<file path="config.mk">
export PLATFORM = sky130hd
export DESIGN_NAME = c2p_prep
export DESIGN_NICKNAME = d
export VERILOG_FILES = /design/src/hdl/c2p_pkg.sv /design/src/hdl/c2p_prep.sv
export SDC_FILE = /design/constraint.sdc
export NUM_CORES = 1
export LEC_CHECK = 0
export ABC_CLOCK_PERIOD_IN_PS = 12690
export BUFFER_PORTS_ARGS = -buffer_cell sky130_fd_sc_hd__buf_2
export CAP_MARGIN = 20
export CORE_UTILIZATION = 60
export DETAILED_ROUTE_END_ITERATION = 7
export GPL_TIMING_DRIVEN = 0
export PLACE_DENSITY = 0.8
export SYNTH_ARGS = -nofsm -noshare
export SYNTH_HDL_FRONTEND = slang
export SYNTH_SLANG_ARGS = --single-unit
</file>
<file path="constraint.sdc">
create_clock -name clk -period 12.69 [get_ports clk]
set_input_delay 0.6345 -clock clk [delete_from_list [all_inputs] [get_ports clk]]
set_output_delay 0.6345 -clock clk [all_outputs]
set_load 0.005 [all_outputs]
</file>
<file path="src/hdl/c2p_pkg.sv">
// shared types and constants for the cartesian to polar converter
package c2p_pkg;

    localparam int N_ITER = 32;
    localparam int CW     = 63;
    localparam int ZW     = 32;
    localparam int TW     = 31;
    localparam int CSCALE = 61;

    localparam logic [TW-1:0] TURN_QUARTER = TW'(32'h4000_0000);

    // atan(2^-i) in units of 2^-32 turn
    localparam logic [ZW-1:0] ATAN_TAB [0:N_ITER-1] = '{
        32'h20000000, 32'h12E4051E, 32'h09FB385B, 32'h051111D4,
        32'h028B0D43, 32'h0145D7E1, 32'h00A2F61E, 32'h00517C55,
        32'h0028BE53, 32'h00145F2F, 32'h000A2F98, 32'h000517CC,
        32'h00028BE6, 32'h000145F3, 32'h0000A2FA, 32'h0000517D,
        32'h000028BE, 32'h0000145F, 32'h00000A30, 32'h00000518,
        32'h0000028C, 32'h00000146, 32'h000000A3, 32'h00000051,
        32'h00000029, 32'h00000014, 32'h0000000A, 32'h00000005,
        32'h00000003, 32'h00000001, 32'h00000001, 32'h00000000
    };

    typedef struct packed {
        logic xn;
        logic yn;
        logic orig;
    } quad_t;

endpackage

</file>
<file path="src/hdl/c2p_prep.sv">
// front stages: quadrant fold, squares and sum, cordic seed
module c2p_prep #(
    parameter int COORD_BITS = 16
) (
    input  logic                             clk,
    input  logic                             rst_n,
    input  logic                             adv,
    input  logic                             in_vld,
    input  logic signed [COORD_BITS-1:0]     x_in,
    input  logic signed [COORD_BITS-1:0]     y_in,
    output logic                             vld_out,
    output c2p_pkg::quad_t                   flags_out,
    output logic [2*COORD_BITS-1:0]          n_out,
    output logic signed [c2p_pkg::CW-1:0]    cx_out,
    output logic signed [c2p_pkg::CW-1:0]    cy_out
);
    import c2p_pkg::*;

    localparam int SH = CSCALE - COORD_BITS;
    localparam int NW = 2 * COORD_BITS;

    logic [COORD_BITS-1:0] xu;
    logic [COORD_BITS-1:0] yu;
    logic                  vld1_reg;
    logic                  vld2_reg;
    logic                  vld3_reg;
    quad_t                 flags1_reg;
    quad_t                 flags2_reg;
    quad_t                 flags3_reg;
    quad_t                 flags1_next;
    logic [COORD_BITS-1:0] ax1_reg;
    logic [COORD_BITS-1:0] ay1_reg;
    logic [COORD_BITS-1:0] ax1_next;
    logic [COORD_BITS-1:0] ay1_next;
    logic [COORD_BITS-1:0] ax2_reg;
    logic [COORD_BITS-1:0] ay2_reg;
    logic [NW-1:0]         sqx_reg;
    logic [NW-1:0]         sqy_reg;
    logic [NW-1:0]         n_reg;
    logic [CW-1:0]         cx_reg;
    logic [CW-1:0]         cy_reg;
    logic [NW-1:0]         ax_ext;
    logic [NW-1:0]         ay_ext;

    // fold into first quadrant
    always_comb
    begin
        xu               = x_in;
        yu               = y_in;
        flags1_next.xn   = xu[COORD_BITS-1];
        flags1_next.yn   = yu[COORD_BITS-1];
        flags1_next.orig = (xu == '0) && (yu == '0);
        ax1_next         = flags1_next.xn ? (~xu + 1'b1) : xu;
        ay1_next         = flags1_next.yn ? (~yu + 1'b1) : yu;
        ax_ext           = NW'(ax1_reg);
        ay_ext           = NW'(ay1_reg);
    end

    always_ff @(posedge clk or negedge rst_n)
    begin
        if (!rst_n)
        begin
            vld1_reg <= 1'b0;
            vld2_reg <= 1'b0;
            vld3_reg <= 1'b0;
        end
        else if (adv)
        begin
            vld1_reg <= in_vld;
            vld2_reg <= vld1_reg;
            vld3_reg <= vld2_reg;
        end
    end

    always_ff @(posedge clk)
    begin
        if (adv)
        begin
            flags1_reg <= flags1_next;
            ax1_reg    <= ax1_next;
            ay1_reg    <= ay1_next;
            flags2_reg <= flags1_reg;
            ax2_reg    <= ax1_reg;
            ay2_reg    <= ay1_reg;
            sqx_reg    <= ax_ext * ax_ext;
            sqy_reg    <= ay_ext * ay_ext;
            flags3_reg <= flags2_reg;
            n_reg      <= sqx_reg + sqy_reg;
            cx_reg     <= CW'(ax2_reg) << SH;
            cy_reg     <= CW'(ay2_reg) << SH;
        end
    end

    assign vld_out   = vld3_reg;
    assign flags_out = flags3_reg;
    assign n_out     = n_reg;
    assign cx_out    = cx_reg;
    assign cy_out    = cy_reg;

endmodule

</file>
==> results.ini <==
[status]
outcome=complete, no violations

[floorplan]
io_pins=198
fp.dieArea_um2=39800
num_rows=71
start_util=0.615
die_height_um=199
die_w_um=199
core_area_um2=38000

[synth]
yosys_register_bits=200
synth-compound-area-share=0.0767
synth_edf_count=197
synth_top_area_cell=fa_1
synth_cells=2285
ys_seq_area_frac=0.256
yosysWarnings=0
synth_ff_type=edfxtp_1
postSynthAreaPerCell_um2=10.2
synth_xor_area_frac=0.0453
synthAdderAreaFrac=0.402
synth_top_area_frac=0.277
synth_top_family_by_area=adder cells
synth_area_leaders=fa_1 28%, edfxtp_1 25%, ha_1 12%, inv_1 8.4%, xnor2_1 3.3%
muxShareOfSynthArea=0.00289
yosysUniqueCellTypes=65
postSynth.asyncResetShare=0.0150
synth_simple_gate_area_frac=0.0930
netlist_area_um2=23400

[cells_and_area]
largest_reg_flops=32
nNetsFinal=3095
final_common_cell=inv_1
final_cell_mix=521 x inv_1, 324 x fa_1, 233 x ha_1
antenna_cells=0
fill_cells=2958
drive_gt1_frac=0.109
area_delta_synth_final_pct=9.27

[detailed_routing]
dr_total_vias=16000
post_drt_wl_per_cell_um=16.3
wirelength_mm=49.3
drt-met1-wl_mm=21.0
drc=0
wl_met2_mm=24.3
firstDrtPassIters=7
ant_nets=0
wl_met3_mm=2.70
vias_per_cell=5.29
highest_layer=met5
drt_iter0_markers=986

[clocking]
clockBufferDepth=2
cts_htree_levels=4
cts.sink_count=200
clk_latency_ns=0.48
cts_setup_buffers=0
numCtsBuffers=17
ctsRootBufferMaster=clkbuf_16
cts_tree=done
clkTransAtPathRegs_ns=0.08

[sta]
period_share=0.564
setup_viol=0
clock.fmax_mhz=140
rsz0062_at_grt=no
worst_pin_slew_ns=0.927
maxSlewViolCount=0
clock_skew_ns=0.0117
min_period_ns=7.15
hold_viol_final=0
tns_ns=0
max_slew_margin=0.382

[placed_design]
gp_congestion=0.898
place.port_buffers=103
dp_hpwl_mm=40.0

[worst_hold_path]
min_path_type=in -> reg
hp-start=x_in[0]

[critical_path]
cpPeakStageDelay_ns=0.55
required_ns=12.91
critical_path.most_common_cell=fa_1
path_cells=clkbuf_1, clkbuf_1, nand2_1, fa_1, fa_1, inv_1, fa_1, fa_1, fa_1, inv_1, fa_1, inv_1, ha_1, buf_2, a21oi_1, nand2_1, a211oi_1, o21ai_2, a21bo_1, a21oi_1, or4b_1, nand4_1
crit_path_end_kind=flop
r2r-start=ax1_reg[1]
cp.arrival_ns=7.38
slowest_stage=fa_1
startpoint_type=flop
critPathKind=reg -> reg
crit_fanout=10
startpoint=ax1_reg[1]

[job]
maxCapViolCount=0

[global_routing]
grt_first_pass_wirelength_mm=82.1
grt_pass1_vias=16800
grt-ovfl-total=0
antenna_found_initial=1
groute.usage.overall=0.270
grt_max_degree=125

[per-stage QoR]
stage,area [um2],cells,utilization,hold WS [ns],setup slack (ns)
3_5_place_dp,24900,2993,0.655,0.405,5.65
4_1_cts,25500,3026,0.672,0.356,5.63
5_1_grt,25500,3026,0.672,0.360,5.11
2_1_floorplan,23700,2378,-,0.339,6.55
6_report,25500,3026,0.672,0.373,5.54
3_3_place_gp,24900,2992,0.654,0.400,5.71
[worst max-delay path: cells and delay by family (launching register included)]
family,cells,cell delay (ns)
DFF,1,0.34
buffers and inverters,6,1.33
adders and majority gates,7,3.28
and+or+nand+nor,4,0.50
AOI/OAI and AO/OA,5,1.43
[path summary, 6_finish.rpt]
| kind | end | slack (ns) | depth (start not counted) |
|---|---|---|---|
| min | ax1_reg[0] | 0.37 | 1 |
| min reg2reg | cy_out[50] | 0.42 | 0 |
| max in group asynchronous | vld_out | 12.10 | 2 |
| min in group asynchronous | vld1_reg | 0.48 | 2 |
| max | sqx_reg[29] | 5.54 | 22 |
| max reg2reg | sqx_reg[29] | 5.54 | 22 |
[cell families (layout without fill, tap and decap cells)]
kind of cell             count (synthesis)  after routing
buffers and inverters                  672            809
adder cells (fa/ha/maj)                557            557
AND/OR/NAND/NOR                        454            454
AO/OA/AOI/OAI                          274            274
flip-flops                             200            200
XOR/XNOR                               121            121
multiplexers                             6              6
other                                    1             94
[layout make-up]
type | count | area [um2] | area share
Buffer | 151 | 932 | 0.0365
Tap cell | 511 | 639 | 0.0250
Sequential cell | 200 | 5990 | 0.234
Timing Repair Buffer | 105 | 563 | 0.0220
Multi-Input combinational cell | 1506 | 14900 | 0.581
Clock buffer | 17 | 425 | 0.0167
Clock inverter | 15 | 190 | 0.00744
Inverter | 521 | 1960 | 0.0766
[timing repair]
action | CTS | global route
hold endpoints to repair | 3 | 0
hold buffers | 1 | 0
gates resized for setup | 0 | 0
[synth_stat cells (5+ instances only)]
cell type / count
xnor2_1: 88
mux2_2: 6
o21ai_0: 52
or2_2: 14
clkbuf_1: 52
a31oi_1: 10
a21oi_1: 86
o21a_1: 5
o31ai_1: 11
buf_4: 94
o211ai_1: 5
nand2b_1: 11
edfxtp_1: 197
nand2_1: 188
nor2b_1: 12
and3_1: 10
o21bai_1: 8
nand4_1: 15
nor3_1: 16
a211o_1: 5
and2_1: 82
inv_1: 521
a211oi_1: 9
fa_1: 324
nor4_1: 5
nand3_1: 21
a21o_1: 41
nor2_1: 68
a31o_2: 8
xor2_1: 33
ha_1: 233
[metal layers]
metal / GRT usage / vias up
met4: 0.0919 / 2
li1: - / 7494
met3: 0.0397 / 85
met5: 0 / -
met2: 0.447 / 454
met1: 0.364 / 7981
Power is left out: the tool's default activity adds up to more than one toggle a clock period on the data nets, which glitch-free logic cannot reach.
