--- src/hdl/c2p_pkg.sv ---
// shared types and constants for the cartesian to polar converter
package c2p_pkg;

    localparam int N_ITER = 32;
    localparam int CW     = 63;
    localparam int ZW     = 32;
    localparam int TW     = 31;
    localparam int CSCALE = 61;

    localparam logic [TW-1:0] TURN_QUARTER = TW'(32'h4000_0000);

    // atan(2^-i) in units of 2^-32 turn
    localparam logic [ZW-1:0] ATAN_TAB [0:N_ITER-1] = '{
        32'h20000000, 32'h12E4051E, 32'h09FB385B, 32'h051111D4,
        32'h028B0D43, 32'h0145D7E1, 32'h00A2F61E, 32'h00517C55,
        32'h0028BE53, 32'h00145F2F, 32'h000A2F98, 32'h000517CC,
        32'h00028BE6, 32'h000145F3, 32'h0000A2FA, 32'h0000517D,
        32'h000028BE, 32'h0000145F, 32'h00000A30, 32'h00000518,
        32'h0000028C, 32'h00000146, 32'h000000A3, 32'h00000051,
        32'h00000029, 32'h00000014, 32'h0000000A, 32'h00000005,
        32'h00000003, 32'h00000001, 32'h00000001, 32'h00000000
    };

    typedef struct packed {
        logic xn;
        logic yn;
        logic orig;
    } quad_t;

endpackage

--- src/hdl/c2p_post.sv ---
// back stages: radius rounding, angle clamp, unfold and output register
module c2p_post #(
    parameter int COORD_BITS = 16,
    parameter int ANGLE_BITS = 16
) (
    input  logic                             clk,
    input  logic                             rst_n,
    input  logic                             vld_in,
    input  c2p_pkg::quad_t                   flags_in,
    input  logic signed [c2p_pkg::ZW-1:0]    z_in,
    input  logic [2*COORD_BITS-1:0]          rem_in,
    input  logic [COORD_BITS-1:0]            root_in,
    input  logic                             out_stall,
    output logic                             adv,
    output logic                             out_valid,
    output logic [COORD_BITS-1:0]            radius,
    output logic [ANGLE_BITS-1:0]            polar_angle
);
    import c2p_pkg::*;

    localparam int NW  = 2 * COORD_BITS;
    localparam int AW  = 34;
    localparam int ASH = 32 - ANGLE_BITS;
    localparam logic [AW-1:0] RND    = (AW'(1) << ASH) >> 1;
    localparam logic [AW-1:0] C_Q1   = RND;
    localparam logic [AW-1:0] C_HALF = AW'(34'h0_8000_0000) + RND;
    localparam logic [AW-1:0] C_FULL = AW'(34'h1_0000_0000) + RND;

    logic                  vld_a_reg;
    quad_t                 flags_a_reg;
    logic [TW-1:0]         t_a_reg;
    logic [COORD_BITS-1:0] rad_a_reg;
    logic [TW-1:0]         t_next;
    logic [COORD_BITS-1:0] rad_next;
    logic                  out_valid_reg;
    logic [COORD_BITS-1:0] radius_reg;
    logic [ANGLE_BITS-1:0] angle_reg;
    logic [ANGLE_BITS-1:0] angle_next;
    logic [AW-1:0]         full;
    logic [AW-1:0]         t_ext;

    assign adv = !out_valid_reg || !out_stall;

    always_comb
    begin
        if (z_in < 0)
        begin
            t_next = '0;
        end
        else if (z_in > $signed({1'b0, TURN_QUARTER}))
        begin
            t_next = TURN_QUARTER;
        end
        else
        begin
            t_next = z_in[TW-1:0];
        end
        rad_next = (rem_in > NW'(root_in)) ? root_in + 1'b1 : root_in;
    end

    // unfold into the full turn with rounding folded into the base
    always_comb
    begin
        t_ext = AW'(t_a_reg);
        case ({flags_a_reg.xn, flags_a_reg.yn})
            2'b00:   full = C_Q1 + t_ext;
            2'b10:   full = C_HALF - t_ext;
            2'b11:   full = C_HALF + t_ext;
            default: full = C_FULL - t_ext;
        endcase
        angle_next = flags_a_reg.orig ? '0 : full[ASH +: ANGLE_BITS];
    end

    always_ff @(posedge clk or negedge rst_n)
    begin
        if (!rst_n)
        begin
            vld_a_reg     <= 1'b0;
            out_valid_reg <= 1'b0;
        end
        else if (adv)
        begin
            vld_a_reg     <= vld_in;
            out_valid_reg <= vld_a_reg;
        end
    end

    always_ff @(posedge clk)
    begin
        if (adv)
        begin
            flags_a_reg <= flags_in;
            t_a_reg     <= t_next;
            rad_a_reg   <= rad_next;
            radius_reg  <= rad_a_reg;
            angle_reg   <= angle_next;
        end
    end

    assign out_valid   = out_valid_reg;
    assign radius      = radius_reg;
    assign polar_angle = angle_reg;

endmodule

--- config.mk ---
export PLATFORM = sky130hd
export DESIGN_NAME = c2p_post
export DESIGN_NICKNAME = d
export VERILOG_FILES = /design/src/hdl/c2p_pkg.sv /design/src/hdl/c2p_post.sv
export SDC_FILE = /design/constraint.sdc
export NUM_CORES = 1
export LEC_CHECK = 0
export ABC_AREA = 0
export BUFFER_PORTS_ARGS = -buffer_cell sky130_fd_sc_hd__buf_2
export CORE_ASPECT_RATIO = 0.8
export CORE_UTILIZATION = 30
export CTS_CLUSTER_DIAMETER = 150
export DETAILED_ROUTE_END_ITERATION = 16
export PLACE_DENSITY = 0.57
export SLEW_MARGIN = 20
export SYNTH_ARGS = -nofsm -noshare
export SYNTH_HDL_FRONTEND = slang
export SYNTH_SLANG_ARGS = --single-unit
export TNS_END_PERCENT = 10
--- constraint.sdc ---
create_clock -name clk -period 2.65 [get_ports clk]
set_input_delay 0.265 -clock clk [delete_from_list [all_inputs] [get_ports clk]]
set_output_delay 0.265 -clock clk [all_outputs]
set_load 0.02 [all_outputs]
==> metrics.csv <==
stage;metric;value;unit
sta;Final Skew;7.74;ps
synthesis;post-synthesis register bit count;84;
clocking;CTS Buf Count;9;
sta;Slew @ Worst Pin;568;ps
sta;slack of the critical path;367;ps
synthesis;mux share of post-synthesis cell area;0.00491;
synthesis;count leader, synth;edfxtp_1;
floorplan;Initial Utilization;0.313;
detailed_routing;post-route ant nets;0;
clocking;# H-tree levels;3;
synthesis;post-synthesis cell type with the largest combined area;edfxtp_1;
clocking;CTS tree;done;
clocking;Root Buffer;clkbuf_16;
synthesis;Distinct cells, synth;45;
grt;All-Layer GR Usage;0.132;
setup_path;critical path class;reg2reg;
setup_path;CP max FO;7;
clocking;post-CTS setup buffers;0;
sta;Slew Viols, Final;0;
detailed_routing;Via density;4.73;
detailed_routing;DRT iter0 DRCs;153;
sta;RSZ-0062 raised after global routing;false;
detailed_routing;first drt pass iteration count;4;
detailed_routing;Detailed Route WL;9.36;mm
sta;Tcrit/Tclk final;0.861;
floorplan;Core Region;13800;um2
detailed_routing;DR WL/cell;13.9;um
cells_and_area;Antenna diodes;0;
cells_and_area;# nets final;595;
sta;Max-slew headroom;0.618;
clocking;CTS Buffer Depth;2;
synthesis;Seq/Total Area, Yosys;0.580;
synthesis;Mapped Cells;359;
sta;final setup violation count;0;
sta;Final min period;2280;ps
grt;global-route wire length before repair;14.6;mm
grt;largest net degree at the start of global routing;46;
synthesis;largest family of logic cells by synthesized area;simple AND/OR/NAND/NOR gates;
sta;final setup TNS;0;ps
synthesis;Mapped Avg Cell Area;12.1;um2
cells_and_area;area grow syn2layout;27.5;%
cells_and_area;max reg flops;31;
sta;fmax;438;MHz
clocking;Clk pin slew, worst setup/hold paths;60;ps
synthesis;post-synthesis xor/xnor area fraction;0.0607;
placement;dpl hpwl;7.37;mm
placement;gpl congestion;0.863;
setup_path;WP data required;2750;ps
run;Max-Cap Viols;0;
grt;GRT Residual Overflow;0;
synthesis;Post-synth EDFFs;82;
floorplan;Die Height;109;um
synthesis;Commonest cells post-synth;82 x edfxtp_1, 32 x and2_1, 24 x inv_1, 22 x ha_1, 21 x xnor2_1;
sta;final hold violation count;0;
synthesis;Primary FF master, synth;edfxtp_1;
synthesis;Post-Syn Area;4330;um2
cells_and_area;share of cells above drive strength 1;0.308;
floorplan;Ports;121;
pwr;Leak;2.32;nW
synthesis;Synth Area in Adders;0.0636;
clocking;Clock Sink Count;84;
detailed_routing;DR vias;3173;
setup_path;CP startpoint kind;flip-flop;
floorplan;Die Wd;136;um
grt;vias in the first global route;3183;
detailed_routing;DRC violations left;0;
placement;DP Worst Slack;257;ps
pwr;Pwr Density;680;nW/um2
placement;I/O Buffers;120;
synthesis;Synth Area in Compound Gates;0.0694;
floorplan;Total Die Area;14900;um2
synthesis;most area-consuming cells after synthesis;edfxtp_1 57%, ha_1 6.4%, and2_1 4.6%;
grt;initial antenna violation count;0;
pwr;worst vdd ir;0.361;mV
synthesis;post-synthesis async set-or-reset flop share;0.0238;
run_status;status;finished clean;
synthesis;Synthesized Nets;468;
setup_path;Worst setup EP type;flip-flop;
synthesis;Yosys top cell area share;0.569;
floorplan;Site Rows;38;
synthesis;area share of and/or/nand/nor cells after synthesis;0.189;
worst_hold_path;HP Class;in2reg;
clocking;clk_lat worst skew;350;ps
setup_path;WP data arrival;2380;ps
synthesis;YS warnings;0;
through the flow:
stage / utilization / cell area [um2] / cells / hold WS (ps) / total power [W]
2_1_floorplan: - / 4330 / 359 / -30.6 / 0.00215
4_1_cts: 0.399 / 5520 / 671 / 83.1 / 0.00380
5_1_grt: 0.399 / 5520 / 671 / 83.4 / 0.00392
6_report: 0.399 / 5520 / 671 / 97.4 / 0.00375
3_5_place_dp: 0.374 / 5180 / 654 / 57.3 / 0.00241
3_3_place_gp: 0.374 / 5180 / 654 / 53.7 / 0.00240
report_power, final:
group	total, W	internal [W]	switching [W]	leakage, nW
registers	0.00173	0.00165	0.0000751	0.877
clock network	0.00138	0.000843	0.000539	0.163
logic	0.000642	0.000258	0.000384	1.28
layout make-up:
class | instances | area (um2)
clock inverters | 7 | 106
flip-flops and latches | 84 | 2510
well taps | 180 | 225
clock buffers | 9 | 225
inverters | 24 | 90.1
repair buffers | 128 | 676
fillers | 1372 | 8310
multi-input cells | 239 | 1690
cells in the final DEF, fill, tap and decap left out, drive strengths merged, types with 2 or more instances in the layout:
| master | instances |
|---|---|
| nor4 | 17 |
| inv | 28 |
| a21oi | 14 |
| xor2 | 9 |
| dfrtp | 2 |
| ha | 22 |
| a41o | 3 |
| clkbuf | 9 |
| and3 | 8 |
| or4 | 2 |
| nor3 | 11 |
| a22oi | 2 |
| nor2b | 2 |
| o31a | 2 |
| edfxtp | 82 |
| o211ai | 2 |
| nand2 | 16 |
| o21ai | 11 |
| and4 | 5 |
| and2 | 32 |
| buf | 127 |
| nand3 | 11 |
| bufinv | 2 |
| xnor2 | 21 |
| or3 | 5 |
| nor2 | 15 |
| nand4 | 11 |
| o21a | 3 |
| o31ai | 4 |
per-layer routing:
layer  part of all wire  up-vias  global-route usage
met4              0.021        0              0.0643
met3              0.065       11              0.0479
met1               0.41     1483               0.135
li1                   -     1586                   -
met5                  0        -                   0
met2               0.50       93               0.240
worst max-delay path, cell delays in order, from the launching register on:
cell	delay, ps
edfxtp_1	470
or4_4	550
or3_4	360
nor2_4	100
nor4b_4	220
o32ai_1	130
a41o_1	220
kinds of logic after synthesis:
family,Yosys count
compound gates,46
xor+xnor,30
fa+ha+maj,22
buf+inv,36
flops,84
mux,2
simple gates,139
worst paths after layout:
kind	cells after the start	to	startpoint	slack [ps]
setup reg to reg	6	polar_angle[15]	t_a_reg[24]	370
hold / removal	1	flags_a_reg[0]	flags_in[0]	100
setup / recovery	6	polar_angle[15]	t_a_reg[24]	370
hold reg to reg	0	radius[1]	rad_a_reg[1]	420
min in group asynchronous	2	vld_a_reg	rst_n	230
max in group asynchronous	2	out_valid	rst_n	2320
what timing repair did:
action | CTS | global route
endpoints found under the hold margin | 2 | 0
resized for setup | 0 | 0
hold buffers | 1 | 0
Note: power is estimated with default switching activity, not from simulation.
