**src/hdl/c2p_pkg.sv**
```systemverilog
// shared types and constants for the cartesian to polar converter
package c2p_pkg;

    localparam int N_ITER = 32;
    localparam int CW     = 63;
    localparam int ZW     = 32;
    localparam int TW     = 31;
    localparam int CSCALE = 61;

    localparam logic [TW-1:0] TURN_QUARTER = TW'(32'h4000_0000);

    // atan(2^-i) in units of 2^-32 turn
    localparam logic [ZW-1:0] ATAN_TAB [0:N_ITER-1] = '{
        32'h20000000, 32'h12E4051E, 32'h09FB385B, 32'h051111D4,
        32'h028B0D43, 32'h0145D7E1, 32'h00A2F61E, 32'h00517C55,
        32'h0028BE53, 32'h00145F2F, 32'h000A2F98, 32'h000517CC,
        32'h00028BE6, 32'h000145F3, 32'h0000A2FA, 32'h0000517D,
        32'h000028BE, 32'h0000145F, 32'h00000A30, 32'h00000518,
        32'h0000028C, 32'h00000146, 32'h000000A3, 32'h00000051,
        32'h00000029, 32'h00000014, 32'h0000000A, 32'h00000005,
        32'h00000003, 32'h00000001, 32'h00000001, 32'h00000000
    };

    typedef struct packed {
        logic xn;
        logic yn;
        logic orig;
    } quad_t;

endpackage

```
**src/hdl/c2p_cell.sv**
```systemverilog
// one cordic vectoring step plus, when IDX is below COORD_BITS, one square root digit
module c2p_cell #(
    parameter int COORD_BITS = 16,
    parameter int IDX        = 0
) (
    input  logic                             clk,
    input  logic                             rst_n,
    input  logic                             adv,
    input  logic                             vld_in,
    input  c2p_pkg::quad_t                   flags_in,
    input  logic signed [c2p_pkg::CW-1:0]    cx_in,
    input  logic signed [c2p_pkg::CW-1:0]    cy_in,
    input  logic signed [c2p_pkg::ZW-1:0]    z_in,
    input  logic [2*COORD_BITS-1:0]          rem_in,
    input  logic [COORD_BITS-1:0]            root_in,
    output logic                             vld_out,
    output c2p_pkg::quad_t                   flags_out,
    output logic signed [c2p_pkg::CW-1:0]    cx_out,
    output logic signed [c2p_pkg::CW-1:0]    cy_out,
    output logic signed [c2p_pkg::ZW-1:0]    z_out,
    output logic [2*COORD_BITS-1:0]          rem_out,
    output logic [COORD_BITS-1:0]            root_out
);
    import c2p_pkg::*;

    localparam int NW = 2 * COORD_BITS;
    localparam logic signed [ZW-1:0] ATAN_STEP = ATAN_TAB[IDX];

    logic                  vld_reg;
    quad_t                 flags_reg;
    logic signed [CW-1:0]  cx_reg;
    logic signed [CW-1:0]  cy_reg;
    logic signed [ZW-1:0]  z_reg;
    logic [NW-1:0]         rem_reg;
    logic [COORD_BITS-1:0] root_reg;
    logic signed [CW-1:0]  cx_next;
    logic signed [CW-1:0]  cy_next;
    logic signed [ZW-1:0]  z_next;
    logic [NW-1:0]         rem_next;
    logic [COORD_BITS-1:0] root_next;
    logic signed [CW-1:0]  dx;
    logic signed [CW-1:0]  dy;
    logic                  pos;

    always_comb
    begin
        dx  = cy_in >>> IDX;
        dy  = cx_in >>> IDX;
        pos = (cy_in > 0);
        if (pos)
        begin
            cx_next = cx_in + dx;
            cy_next = cy_in - dy;
            z_next  = z_in + ATAN_STEP;
        end
        else
        begin
            cx_next = cx_in - dx;
            cy_next = cy_in + dy;
            z_next  = z_in - ATAN_STEP;
        end
    end

    generate
        if (IDX < COORD_BITS)
        begin : g_sqrt
            localparam int K = COORD_BITS - 1 - IDX;
            logic [NW:0] trial;
            always_comb
            begin
                trial = ((NW + 1)'(root_in) << (K + 1)) + ((NW + 1)'(1) << (2 * K));
                if ((NW + 1)'(rem_in) >= trial)
                begin
                    rem_next  = rem_in - trial[NW-1:0];
                    root_next = root_in | (COORD_BITS'(1) << K);
                end
                else
                begin
                    rem_next  = rem_in;
                    root_next = root_in;
                end
            end
        end
        else
        begin : g_pass
            assign rem_next  = rem_in;
            assign root_next = root_in;
        end
    endgenerate

    always_ff @(posedge clk or negedge rst_n)
    begin
        if (!rst_n)
        begin
            vld_reg <= 1'b0;
        end
        else if (adv)
        begin
            vld_reg <= vld_in;
        end
    end

    always_ff @(posedge clk)
    begin
        if (adv)
        begin
            flags_reg <= flags_in;
            cx_reg    <= cx_next;
            cy_reg    <= cy_next;
            z_reg     <= z_next;
            rem_reg   <= rem_next;
            root_reg  <= root_next;
        end
    end

    assign vld_out   = vld_reg;
    assign flags_out = flags_reg;
    assign cx_out    = cx_reg;
    assign cy_out    = cy_reg;
    assign z_out     = z_reg;
    assign rem_out   = rem_reg;
    assign root_out  = root_reg;

endmodule

```
**config.mk**
```make
export PLATFORM = sky130hd
export DESIGN_NAME = c2p_cell
export DESIGN_NICKNAME = d
export VERILOG_FILES = /design/src/hdl/c2p_pkg.sv /design/src/hdl/c2p_cell.sv
export SDC_FILE = /design/constraint.sdc
export NUM_CORES = 1
export LEC_CHECK = 0
export BUFFER_PORTS_ARGS = -buffer_cell sky130_fd_sc_hd__buf_4
export CAP_MARGIN = 30
export CORE_MARGIN = 2
export CORE_UTILIZATION = 45
export CTS_CLUSTER_SIZE = 20
export DETAILED_ROUTE_END_ITERATION = 7
export HOLD_SLACK_MARGIN = 0.12
export PLACE_DENSITY = 0.64
export SYNTH_ARGS = -nofsm -noshare
export SYNTH_HDL_FRONTEND = slang
export SYNTH_SLANG_ARGS = --single-unit
```
**constraint.sdc**
```tcl
create_clock -name clk -period 0.95 [get_ports clk]
set_clock_uncertainty 0.15 [all_clocks]
set_input_delay 0.1425 -clock clk [delete_from_list [all_inputs] [get_ports clk]]
set_output_delay 0.1425 -clock clk [all_outputs]
set_load 0.005 [all_outputs]
```
==> key figures, run 1 <==
Placement
  – Port Buffers: about 420
  – Placed Instance Area: between 30,000 and 40,000 µm²
  – Routability cong.: about 1
  – DP HPWL: between 70 and 80 mm

Logic synthesis
  – Top FF cell, synth: edfxtp_1
  – EDFF count, synth: between 200 and 250
  – Top cells by area, synth: edfxtp_1, ha_1, a21oi_1, xnor2_1, inv_1
  – Cell count after synthesis: between 2,000 and 2,500
  – Synth top area share: 32.8%
  – Synth cell types: 90
  – #FFs+latches synth: about 210
  – Async SR Flop Fraction: 0.478%
  – Synth Area per Inst: between 8 and 9 µm²
  – Seq/Total Area, Yosys: between 30% and 40%
  – Post-Syn Area: roughly 19,000 µm²
  – Dominant cell type by area after synthesis: edfxtp_1
  – Synthesized Nets: between 2,000 and 3,000
  – Yosys warns: 0

GRT
  – Largest net degree at the start of global routing: 55
  – Total gr overflow: 20
  – Initial antenna violation count: 22
  – Gr usage total: 76.3%

Floorplanning
  – Die Ht: approximately 210 µm
  – IO Pins: about 420
  – Die width: between 200 and 250 µm
  – Cell Rows: 75
  – Starting Density: 45.5%

Clocking
  – # clock sinks: about 210
  – Total CTS buffers: 26
  – Root Driver: clkbuf_16
  – H-tree depth: 1
  – Worst-case clock buffer depth: 3

Run status
  – Error: [ERROR GRT-0232] Routing congestion too high. Check the congestion heatmap in the GUI.
  – Fail Step: global routing
  – Status: stopped before the end

STA
  – Worst_ep grt: cx_out[52]$_DFFE_PP_/D
  – Worst_ep kind: register input
per-layer routing:
| layer | overflow | global-route usage [%] |
|---|---|---|
| met1 | 0 | 75.0 |
| met2 | 2 | 89.9 |
| met3 | 11 | 68.1 |
| met4 | 6 | 69.6 |
| met5 | 1 | 51.2 |
synthesized netlist by cell type, drive strengths merged (15+ instances only):
| cell type | number |
|---|---|
| clkbuf | 36 |
| a21oi | 276 |
| nor2 | 193 |
| o31ai | 36 |
| nor3 | 45 |
| nand2 | 132 |
| inv | 206 |
| nand3 | 28 |
| a31oi | 15 |
| o21bai | 52 |
| mux2i | 41 |
| o21ai | 124 |
| o21a | 22 |
| nor4 | 48 |
| ha | 203 |
| nand4 | 41 |
| a211oi | 17 |
| buf | 56 |
| edfxtp | 208 |
| xnor2 | 125 |
| a21o | 48 |
| a221oi | 18 |
| o211ai | 17 |
stage by stage:
| stage | util, % | setup WS, ps | cells | hold slack (ps) |
|---|---|---|---|---|
| after floorplan | - | -2010 | 2165 | -303 |
| after global placement | 72.2 | -2880 | 3902 | -232 |
| after detailed placement | 72.2 | -2850 | 3902 | -227 |
| after CTS | 83.7 | -1900 | 4147 | -384 |
repair_timing:
item                       4_1_cts
hold endpoints to repair       322
pin swaps                      219
gates resized for setup        474
cloned                           3
setup endpoints to repair      353
buffers inserted               121
hold buffers                    81
kinds of logic after synthesis:
group           count (synthesis)  share of synthesized area [%]
compound gates                695                           23.6
xor+xnor                      136                           6.25
mux                            55                           2.98
fa+ha+maj                     208                           13.9
simple gates                  553                           13.6
buf+inv                       309                           6.82
flops                         209                           32.9
==> inputs of run 2 (changes only) <==
--- a/config.mk
+++ b/config.mk
@@ -8,11 +8,9 @@
 export BUFFER_PORTS_ARGS = -buffer_cell sky130_fd_sc_hd__buf_4
 export CAP_MARGIN = 30
 export CORE_MARGIN = 2
-export CORE_UTILIZATION = 45
-export CTS_CLUSTER_SIZE = 20
+export CORE_UTILIZATION = 30
 export DETAILED_ROUTE_END_ITERATION = 7
-export HOLD_SLACK_MARGIN = 0.12
-export PLACE_DENSITY = 0.64
+export PLACE_DENSITY_LB_ADDON = 0.15
 export SYNTH_ARGS = -nofsm -noshare
 export SYNTH_HDL_FRONTEND = slang
 export SYNTH_SLANG_ARGS = --single-unit
==> run 2 against run 1 <==
  * The flow now finishes, with violations (hold timing, setup timing)
  * Synthesized cell count stayed put
  * Area after synthesis stayed put
==> key figures, run 2 <==
GRT
  – Total gr overflow: 0
  – M3 GR Usage: about 3.7%
  – Gr usage total: between 20 and 30%
  – Largest net degree at the start of global routing: 21
  – First-pass GRT wire length: between 100 and 150 mm
  – Vias in the first global route: ~24,000
  – Busiest grt layer: met2
  – Met2 GRT Util: 51.1%
  – Initial antenna violation count: 3
  – Grt met1 use: a little under two fifths

Logic synthesis
  – Dominant cell type by area after synthesis: edfxtp_1
  – Top-count cell post-synth: a21oi_1
  – Synth top area share: 32.8% (unchanged)
  – Seq/Total Area, Yosys: 32.9% (unchanged)
  – Largest family of logic cells by synthesized area: compound AO/OA/AOI/OAI gates
  – Post-Syn Area: 19,000 µm² (unchanged)
  – Synthesized Nets: 2,586 (unchanged)
  – Post-synth top cells: a21oi_1, edfxtp_1, ha_1
  – Top cells by area, synth: edfxtp_1, ha_1, a21oi_1, xnor2_1, inv_1
  – Synth Area in Compound Gates: 23.6% (unchanged)
  – Synth Area per Inst: 8.80 µm² (unchanged)
  – EDFF count, synth: 208 (unchanged)
  – Top FF cell, synth: edfxtp_1
  – Synth cell types: 90 (unchanged)
  – Cell count after synthesis: 2,165 (unchanged)
  – #FFs+latches synth: 209 (unchanged)
  – Yosys warns: 0 (unchanged)
  – Post-synthesis simple-gate area fraction: 13.6% (unchanged)
  – Mux share of post-synthesis cell area: 2.98% (unchanged)
  – Synth Area in Adders: 13.9% (unchanged)
  – Async SR Flop Fraction: 0.478% (unchanged)
  – Xor/xnor share of the synthesized area: 6.25% (unchanged)

Clocking
  – Root Driver: clkbuf_16
  – Worst-case clock buffer depth: 3 (unchanged)
  – Total CTS buffers: 27 (+3.8%)
  – H-tree depth: 1 (unchanged)
  – Clock-pin slew on the worst setup and hold paths: ~60 ps
  – Worst-skew pair later-pin latency: 580 ps
  – # clock sinks: 209 (unchanged)
  – CTS tree: yes

Critical path
  – Crit path buffers/inverters: 3
  – WS Path Type: primary input to flip-flop
  – Crit-path slowest cell: a221oi_2
  – Critical Path RT: 1120 ps
  – CP Capture Type: flip-flop
  – Setup crit start kind: primary input
  – Critical Path AT: approximately 3100 ps
  – CP dominant cell by count: buf_4
  – Crit-path leading delay family: compound AO/OA/AOI/OAI gates
  – Critical-path cell list: buf_4 > buf_4 > ha_1 > a21oi_4 > o211ai_1 > a221oi_2 > o21a_1 > o221ai_2 > a21o_1 > a211oi_4 > buf_6 > o21ba_4 > mux2i_1 > xnor2_1
  – CP max stage delay: around 480 ps
  – Reg2Reg Depth: 1
  – CP max FO: 3
  – Crit. path cell count: 14

Power and ir drop
  – Clock power share: between 20% and 30%
  – Power Total: around 47 mW
  – Switching part of the total: about a third
  – Switching power: 16.5 mW
  – Sequential share of power: between 20% and 30%
  – Pwr per Cell Area: approximately 1200 nW/µm²
  – Max VDD drop: between 1 and 1.5 mV
  – Leakage: 17.4 nW
  – Combinational power share: between 50% and 60%
  – Internal Power: 30.6 mW

Final layout
  – P&R area growth vs syn: 105%
  – Fin cells: about 4,600
  – Fin nets: approximately 4,200
  – # diodes: 0
  – Share of post-route cells with drive strength above 1: between 50 and 60%
  – Final core utilization: a little over 60%
  – Commonest non-fill, non-tap cells in the layout: buf_4, edfxtp_1, buf_6
  – Final instance area: between 30,000 and 40,000 µm²
  – Max reg flops: 63
  – Most common cell after layout, fill and taps aside: buf_4

Run status
  – Failing checks: hold timing, setup timing
  – Status: finished with violations

STA
  – Fin. max-slew vios: 0
  – RSZ-0062 raised after global routing: yes
  – Slew HR: 35.8%
  – Setup slack after layout: -1920 ps
  – Actual slew at the worst max-slew pin: 950 ps
  – Final Cycle Share: 302%
  – TNS Setup: -357,680 ps
  – Final Hold Fails: 33
  – Final setup vio count: between 400 and 500
  – Worst hold margin: -358 ps
  – Final min period: around 2900 ps
  – Fmax: around 0.35 GHz

Floorplanning
  – IO Pins: 423 (unchanged)
  – Cell Rows: 92 (+23%)
  – Die Ht: 256 µm (+22%)
  – Die width: 256 µm (+22%)
  – Starting Density: 30.2% (-15 points)
  – Core Region: about 63,000 µm²
  – Die area: 65,500 µm²

Route
  – Final wirelength: 101 mm
  – Post-route DRC: 0
  – DRT Pass-1 Iters: 6
  – First DRT Iteration DRCs: 1,426
  – Via count: 23,231
  – Post-DRT Antenna Nets: 0
  – WL/cell: between 20 and 25 µm
  – Vias per cell: ~5.1

Placement
  – Cell count after placement: 4,281 (+9.7%)
  – Routability cong.: 0.958 (-4.0%)
  – Place WS: -2860 ps (-18.0 ps)
  – DP HPWL: 80.0 mm (+10%)
  – Port Buffers: 422 (unchanged)
  – Placed Instance Area: 31,200 µm² (+3.2%)

Run
  – Max Cap Viol: 0

Worst hold path
  – Hold path cells: 1
  – Worst Hold Class: primary input to flip-flop
run 2: cell counts after synthesis:
Identical to the previous run, type by type.
run 2: cell type report:
cell class	count	area, µm²
clock inverters	15	139
well taps	846	1060
fillers	5379	24000
flip-flops and latches	209	6270
inverters	217	963
repair buffers	1631	14100
multi-input cells	1647	15700
clock buffers	33	708
run 2: layer usage:
layer	vias up	share of wire, %
met5	-	0
met4	0	2.8
met3	118	5.1
met2	745	49
met1	11349	43
li1	11019	-
run 2: power by group through the flow:
stage                     logic (mW)  registers [mW]  clock network [mW]
final                           24.5            12.4                10.1
after global routing            25.8            12.6                10.8
after CTS                       22.6            12.4                10.4
after detailed placement        18.9            12.5                   0
after global placement          18.9            12.5                   0
after floorplan                 7.84            12.6                   0
run 2: timing repair:
action | 4_1_cts | 5_1_grt
endpoints found under the setup margin | 353 | 354
gates cloned | 13 | 2
hold buffers | 83 | 1
buffers inserted | 134 | 88
gates resized for setup | 634 | 320
pin swaps | 249 | 234
endpoints found under the hold margin | 127 | 37
run 2: path summary, 6_finish.rpt:
path,start,end,slack (ps)
worst max-delay path,cy_in[10],cy_out[56]$_DFFE_PP_,-1920
worst min-delay path,root_in[0],root_out[0]$_DFFE_PP_,-360
worst max register to register,vld_out$_DFFE_PN0P_,vld_out$_DFFE_PN0P_,10
worst min register to register,vld_out$_DFFE_PN0P_,vld_out$_DFFE_PN0P_,430
max in group asynchronous,rst_n,vld_out$_DFFE_PN0P_,290
min in group asynchronous,rst_n,vld_out$_DFFE_PN0P_,260
run 2: logic make-up after synthesis:
family	after synthesis
XOR/XNOR	136
flip-flops	209
AND/OR/NAND/NOR	553
buffers and inverters	309
multiplexers	55
AO/OA/AOI/OAI	695
adder cells (fa/ha/maj)	208
Note: power is estimated with default switching activity, not from simulation.
